**src/hdl/suq_pkg.sv**
```systemverilog
package suq_pkg;

	// fixed field widths of one beat
	localparam int unsigned VALUE_W = 32;
	localparam int unsigned COUNT_W = 5;

	// operation codes
	localparam logic FUNC_PUSH = 1'b0;
	localparam logic FUNC_POP  = 1'b1;

	// commands from the controller to the datapath
	typedef struct packed {
		logic load;
		logic compare;
		logic update;
	} suq_cmd_t;

endpackage

```
**src/hdl/suq_ctrl.sv**
```systemverilog
module suq_ctrl (
	input  logic              clk,
	input  logic              arst_n,
	input  logic              start,
	output logic              busy,
	output logic              done,
	output suq_pkg::suq_cmd_t cmd
);
	import suq_pkg::*;

	typedef enum logic [3:0] {
		ST_IDLE = 4'b0001,
		ST_CMP  = 4'b0010,
		ST_UPD  = 4'b0100,
		ST_DONE = 4'b1000
	} state_t;

	state_t state_q;
	state_t state_nxt;

	// next state
	always_comb begin
		state_nxt = state_q;
		case (state_q)
			ST_IDLE: begin
				if (start) state_nxt = ST_CMP;
			end
			ST_CMP:  state_nxt = ST_UPD;
			ST_UPD:  state_nxt = ST_DONE;
			ST_DONE: state_nxt = ST_IDLE;
			default: state_nxt = ST_IDLE;
		endcase
	end

	// state register
	always_ff @(posedge clk or negedge arst_n) begin
		if (!arst_n) state_q <= ST_IDLE;
		else state_q <= state_nxt;
	end

	// commands and handshake
	assign cmd.load    = (state_q == ST_IDLE) && start;
	assign cmd.compare = (state_q == ST_CMP);
	assign cmd.update  = (state_q == ST_UPD);
	assign busy        = (state_q != ST_IDLE);
	assign done        = (state_q == ST_DONE);

endmodule

```
**src/hdl/suq_datapath.sv**
```systemverilog
module suq_datapath #(
	parameter int unsigned DEPTH = 16
) (
	input  logic                                clk,
	input  logic                                arst_n,
	input  suq_pkg::suq_cmd_t                   cmd,
	input  logic                                func,
	input  logic signed [suq_pkg::VALUE_W-1:0]  value,
	output logic        [suq_pkg::COUNT_W-1:0]  count,
	output logic signed [suq_pkg::VALUE_W-1:0]  smallest,
	output logic                                is_empty,
	output logic                                dropped
);
	import suq_pkg::*;

	localparam int unsigned CNT_W = $clog2(DEPTH + 1);

	logic                     func_q;
	logic signed [VALUE_W-1:0] value_q;
	logic signed [VALUE_W-1:0] cell_q [DEPTH];
	logic [DEPTH-1:0]          valid_q;
	logic [DEPTH-1:0]          lt_q;
	logic [DEPTH-1:0]          eq_q;
	logic [CNT_W-1:0]          count_q;
	logic                      drop_q;

	logic dup;
	logic full;
	logic do_push;
	logic do_pop;

	// capture the input beat
	always_ff @(posedge clk) begin
		if (cmd.load) begin
			func_q  <= func;
			value_q <= value;
		end
	end

	// insert decision from registered compares
	assign dup     = |eq_q;
	assign full    = (count_q == CNT_W'(DEPTH));
	assign do_push = cmd.update && (func_q == FUNC_PUSH) && !dup && !full;
	assign do_pop  = cmd.update && (func_q == FUNC_POP) && (count_q != '0);

	// one cell per slot: parallel compare, then shift by one
	for (genvar i = 0; i < DEPTH; i++) begin : g_cell
		logic signed [VALUE_W-1:0] up_val;
		logic                      up_ins;
		logic                      up_vld;
		logic signed [VALUE_W-1:0] dn_val;
		logic                      dn_vld;

		// neighbor below feeds a push shift
		if (i == 0) begin : g_first
			assign up_val = value_q;
			assign up_ins = 1'b1;
			assign up_vld = 1'b1;
		end else begin : g_rest
			assign up_val = lt_q[i-1] ? value_q : cell_q[i-1];
			assign up_ins = 1'b1;
			assign up_vld = 1'b1 & (valid_q[i-1] | valid_q[i]);
		end

		// neighbor above feeds a pop shift
		if (i == DEPTH - 1) begin : g_last
			assign dn_val = cell_q[i];
			assign dn_vld = 1'b0;
		end else begin : g_mid
			assign dn_val = cell_q[i+1];
			assign dn_vld = valid_q[i+1];
		end

		// compare against the incoming value
		always_ff @(posedge clk) begin
			if (cmd.compare) begin
				lt_q[i] <= valid_q[i] && (cell_q[i] < value_q);
				eq_q[i] <= valid_q[i] && (cell_q[i] == value_q);
			end
		end

		// slot value
		always_ff @(posedge clk) begin
			if (do_push && !lt_q[i] && up_ins) cell_q[i] <= up_val;
			else if (do_pop) cell_q[i] <= dn_val;
		end

		// slot valid bit
		always_ff @(posedge clk or negedge arst_n) begin
			if (!arst_n) valid_q[i] <= 1'b0;
			else if (do_push) valid_q[i] <= up_vld;
			else if (do_pop) valid_q[i] <= dn_vld;
		end
	end

	// held count and drop flag
	always_ff @(posedge clk or negedge arst_n) begin
		if (!arst_n) count_q <= '0;
		else if (do_push) count_q <= count_q + CNT_W'(1);
		else if (do_pop) count_q <= count_q - CNT_W'(1);
	end

	always_ff @(posedge clk) begin
		if (cmd.update) drop_q <= (func_q == FUNC_PUSH) && !dup && full;
	end

	// result beat
	assign count    = COUNT_W'(count_q);
	assign is_empty = (count_q == '0);
	assign smallest = is_empty ? '0 : cell_q[0];
	assign dropped  = drop_q;

endmodule

```
**src/hdl/sorted_unique_min_queue.sv**
```systemverilog
// sorted set of distinct signed values, smallest first, with push and pop
// the result strobe rises in ST_DONE, after the ST_CMP and ST_UPD steps
// a new item is taken only back in idle, after the compare, update and
// result steps of the controller; busy stays high for the whole item
// reset: arst_n clears the controller, slot valid bits and count at once
// the receiver cannot stall: each result is shown for one cycle with done
module sorted_unique_min_queue #(
	parameter int unsigned DEPTH = 16
) (
	input  logic                                clk,
	input  logic                                arst_n,
	input  logic                                start,
	output logic                                busy,
	input  logic                                func,
	input  logic signed [suq_pkg::VALUE_W-1:0]  value,
	output logic                                done,
	output logic        [suq_pkg::COUNT_W-1:0]  count,
	output logic signed [suq_pkg::VALUE_W-1:0]  smallest,
	output logic                                is_empty,
	output logic                                dropped
);
	import suq_pkg::*;

	suq_cmd_t cmd;

	// sequencer
	suq_ctrl u_ctrl (
		.clk    (clk),
		.arst_n (arst_n),
		.start  (start),
		.busy   (busy),
		.done   (done),
		.cmd    (cmd)
	);

	// slot array
	suq_datapath #(
		.DEPTH (DEPTH)
	) u_datapath (
		.clk      (clk),
		.arst_n   (arst_n),
		.cmd      (cmd),
		.func     (func),
		.value    (value),
		.count    (count),
		.smallest (smallest),
		.is_empty (is_empty),
		.dropped  (dropped)
	);

`ifndef NO_ASSERTIONS
	// an accepted beat makes the block busy
	a_accept_busy: assert property (@(posedge clk) disable iff (!arst_n)
		start && !busy |=> busy)
		else $error("accepted beat did not raise busy");

	// a result beat follows each acceptance, after the compare and update steps
	a_done_latency: assert property (@(posedge clk) disable iff (!arst_n)
		start && !busy |-> ##3 done)
		else $error("result beat missing after accept");

	// one result beat per item
	a_done_single: assert property (@(posedge clk) disable iff (!arst_n)
		done |=> !done)
		else $error("result beat repeated");

	// an empty set reports zero as smallest and never drops
	a_empty_result: assert property (@(posedge clk) disable iff (!arst_n)
		done && is_empty |-> smallest == '0 && !dropped)
		else $error("empty result carries data");
`endif

endmodule
```
**config.mk**
```make
export PLATFORM = sky130hd
export DESIGN_NAME = sorted_unique_min_queue
export DESIGN_NICKNAME = d
export VERILOG_FILES = /design/src/hdl/suq_pkg.sv /design/src/hdl/suq_ctrl.sv /design/src/hdl/suq_datapath.sv /design/src/hdl/sorted_unique_min_queue.sv
export SDC_FILE = /design/constraint.sdc
export NUM_CORES = 2
export LEC_CHECK = 0
export ABC_AREA = 1
export BUFFER_PORTS_ARGS = -buffer_cell sky130_fd_sc_hd__buf_2
export CORE_AREA = 2 2 281 283
export CTS_BUF_LIST = sky130_fd_sc_hd__clkbuf_4 sky130_fd_sc_hd__clkbuf_8
export CTS_CLUSTER_SIZE = 10
export DETAILED_ROUTE_END_ITERATION = 12
export DIE_AREA = 0 0 283 285
export GPL_ROUTABILITY_DRIVEN = 0
export PLACE_DENSITY_LB_ADDON = 0.3
export SLEW_MARGIN = 20
export SYNTH_ARGS = -nofsm -noshare
export SYNTH_HDL_FRONTEND = slang
export SYNTH_SLANG_ARGS = --single-unit
```
**constraint.sdc**
```tcl
create_clock -name clk -period 6.6 [get_ports clk]
set_input_delay 0.66 -clock clk [delete_from_list [all_inputs] [get_ports clk]]
set_output_delay 0.66 -clock clk [all_outputs]
set_load 0.02 [all_outputs]
```
==> run summary <==
status - finished clean
# DRC - 0
Tot Pwr - 12.86 mW
most frequent cells in the layout - nand2_1 (1598), o21ai_0 (874), inv_1 (661)
mux share of post-synthesis cell area - 0.7309%
maximum number of pins on one net before global-route repair - 253
Layout area overhead - 7.465%
Startpoint Class - flip-flop
drt pass-1 iters - 6
Pleak - 21.63 nW
Slew @ Worst Pin - 1.174 ns
synthesis-stage register bit count - 603
Avg WL per Cell - 16.91 um
CP endpoint kind - flip-flop
P_sw - 4.846 mW
Int Power - 8.019 mW
sequential fraction of design power - 39.5%
Setup CP Type - reg2reg
Hold Crit Class - in2reg
Reg area - 17980 sq um
clock share of power - 27.7%
compound-cell area share of the yosys netlist - 15.11%
die area - 80660 sq um
switching part of the total - 37.67%
syn nets - 5838
Max Buffers Root-to-Sink - 3
post-synth top area share - 40.88%
Peak VDD IR - 153.5 uV
GRT Max-Usage Layer - met2
vias - 34510
largest family of logic cells by synthesized area - simple AND/OR/NAND/NOR gates
pwr dens - 282.0 nW/um^2
nets - 5776
antenna-violating nets left - 0
Clock transition at path regs - 0.06 ns
initial core utilization - 54.45%
Die Wd - 283 um
Tmin final - 4.176 ns
layout cells sized above 1 - 5.961%
GR Util met3 - 2.944%
setup TNS - 0 ns
root buffer cell - clkbuf_8
register area share after synthesis - 42.36%
core area - 77970 sq um
Tcrit/Tclk final - 63.27%
CTS Hold Bufs - 1
Gate Count Post-Synth - 5286
Worst Path Max Fanout - 82
leading cell type in the layout, fill and taps excluded - nand2_1
vias in the first global route - 33290
most area-consuming cells after synthesis - edfxtp_1 (41%), ha_1 (15%), nand2_1 (14%)
top cell type by total area after synthesis - edfxtp_1
Post-Synthesis Cell Area - 42450 sq um
adder-cell area share of the yosys netlist - 15.23%
worst rel slew slack - 21.70%
post-cts sizing count - 0
grt met2 use - 41.56%
Port Buffers - 76
Clock Skew - 0.03126 ns
fmax - 0.2395 GHz
met1 usage - 38.04%
Slew Limit Fails - 0
Worst-Skew Late Latency - 0.73 ns
Setup-failing EPs final - 0
total CTS buffers - 110
number of fill cells - 6951
Fin. Hold Viols - 0
post-CTS setup buffers - 0
via density per instance - 5.419
io pins - 77
syn avg cell area - 8.031 sq um
initial antenna violation count - 1
Netlist cell types - 35
Synth Area in XOR/XNOR - 0.08252%
DRT Wirelength - 107.7 mm
FP Rows - 103
first-pass GRT wire length - 172.2 mm
grt ovf - 0
Worst EP required - 7.18 ns
Worst Path Arrival - 4.76 ns
Ys Warns - 0
total track usage - 26.32%
Hold Slack - 0.09891 ns
Multi-input gate area - 20970 sq um
HPWL after DPL - 80.63 mm
Iter 0 DRT Violations - 3425
Post-Synth Simple-Gate Area - 17.79%
CTS tree - built
Comb pwr share - 32.7%
die height - 285 um
RSZ-0062 raised after global routing - no
H-Tree Depth - 3
Max Cap Viol - 0
CTS Sinks - 603
-- synthesized netlist by cell type --
master    number
a22oi_1        1
xnor2_1        1
buf_6          3
nand2_1     1598
buf_4          9
nor2_1       167
buf_1         20
clkbuf_1     194
buf_2         58
o21ai_0      889
edfxtp_1     578
o211ai_1       4
mux2i_1       31
inv_1        661
o22ai_1        1
nand2_2        1
dfstp_2        1
nor3_1        34
nand3_1       53
o21a_1        32
o21ai_1       61
nor2_2         1
o21bai_1       1
a21oi_1      244
a21o_1        17
dfrtp_1       24
and3_1        18
fa_1           1
inv_2          5
a31oi_1        3
nor4_1        14
xor2_1         3
nand3_4        1
ha_1         515
nand4_1       42
-- layer usage --
metal	vias to the layer above	part of all wire, %
li1	17580	-
met1	15640	47
met2	1129	44
met3	159	6.9
met4	0	2.5
met5	-	0
-- state kept, by name, summed over array words and instances, names as in the netlist --
register,count
u_ctrl.state_q,4
u_datapath.cell_q,512
u_datapath.count,5
u_datapath.dropped,1
u_datapath.eq_q,16
u_datapath.func_q,1
u_datapath.g_cell.dn_vld,15
u_datapath.g_cell.up_val,32
u_datapath.lt_q,16
u_datapath.valid_q,1
-- logic make-up after synthesis --
family | count (synthesis)
and+or+nand+nor | 1929
AOI/OAI and AO/OA | 1253
buffers and inverters | 950
DFF | 603
adders and majority gates | 516
muxes | 31
xor gates and xnor gates | 4
-- power by group through the flow --
stage | sequential [mW] | clock (mW) | combinational, mW
after floorplan | 4.92 | 0 | 3.14
after global placement | 5.13 | 0 | 3.98
after detailed placement | 5.15 | 0 | 4.17
after CTS | 5.07 | 3.62 | 4.19
after global routing | 5.11 | 3.78 | 4.85
final | 5.08 | 3.57 | 4.21
-- worst paths after layout --
| kind | slack (ns) | end | cells after the start | start |
|---|---|---|---|---|
| max in group asynchronous | 5.61 | u_datapath.g_cell[1].dn_vld$_DFFE_PN0P_ | 2 | arst_n |
| hold / removal | 0.1 | u_datapath.g_cell[0].up_val[15]$_DFFE_PP_ | 1 | value[15] |
| min in group asynchronous | 0.52 | u_datapath.g_cell[11].dn_vld$_DFFE_PN0P_ | 2 | arst_n |
| hold reg to reg | 0.51 | u_ctrl.state_q[2]$_DFFE_PN0P_ | 1 | u_ctrl.state_q[3]$_DFFE_PN0P_ |
| setup / recovery | 2.42 | u_datapath.cell_q[1][202]$_DFFE_PP_ | 9 | u_datapath.count[1]$_DFFE_PN0P_ |
| setup reg to reg | 2.42 | u_datapath.cell_q[1][202]$_DFFE_PP_ | 9 | u_datapath.count[1]$_DFFE_PN0P_ |
-- per-stage QoR --
step	instances	util, %	cell area [sq um]	worst slack [ns]
floorplan	5286	-	42450	2.473
global placement	6160	55.70	43430	2.623
detailed placement	6160	55.70	43430	2.434
CTS	6367	58.49	45610	2.426
global route	6369	58.52	45620	2.031
finish	6369	58.52	45620	2.424
-- layout make-up --
cell class | instances | share of cell area (%)
Timing Repair Buffer | 110 | 1.497
Clock inverter | 43 | 0.4278
Inverter | 666 | 5.479
Sequential cell | 603 | 39.42
Tap cell | 1050 | 2.880
Clock buffer | 163 | 4.328
Multi-Input combinational cell | 3733 | 45.97
Antenna cell | 1 | 0.005485
-- worst max-delay path, stage by stage, from the launching register on --
cell     delay [ns]
dfrtp_1        0.42
inv_1          0.08
nand4_1        0.15
nor2_2         0.06
inv_2          0.49
nand3_4        0.86
inv_2          1.09
buf_4          0.55
nand2_1        0.11
nand2_1        0.09
No activity file was read; power rests on OpenSTA's default activity.
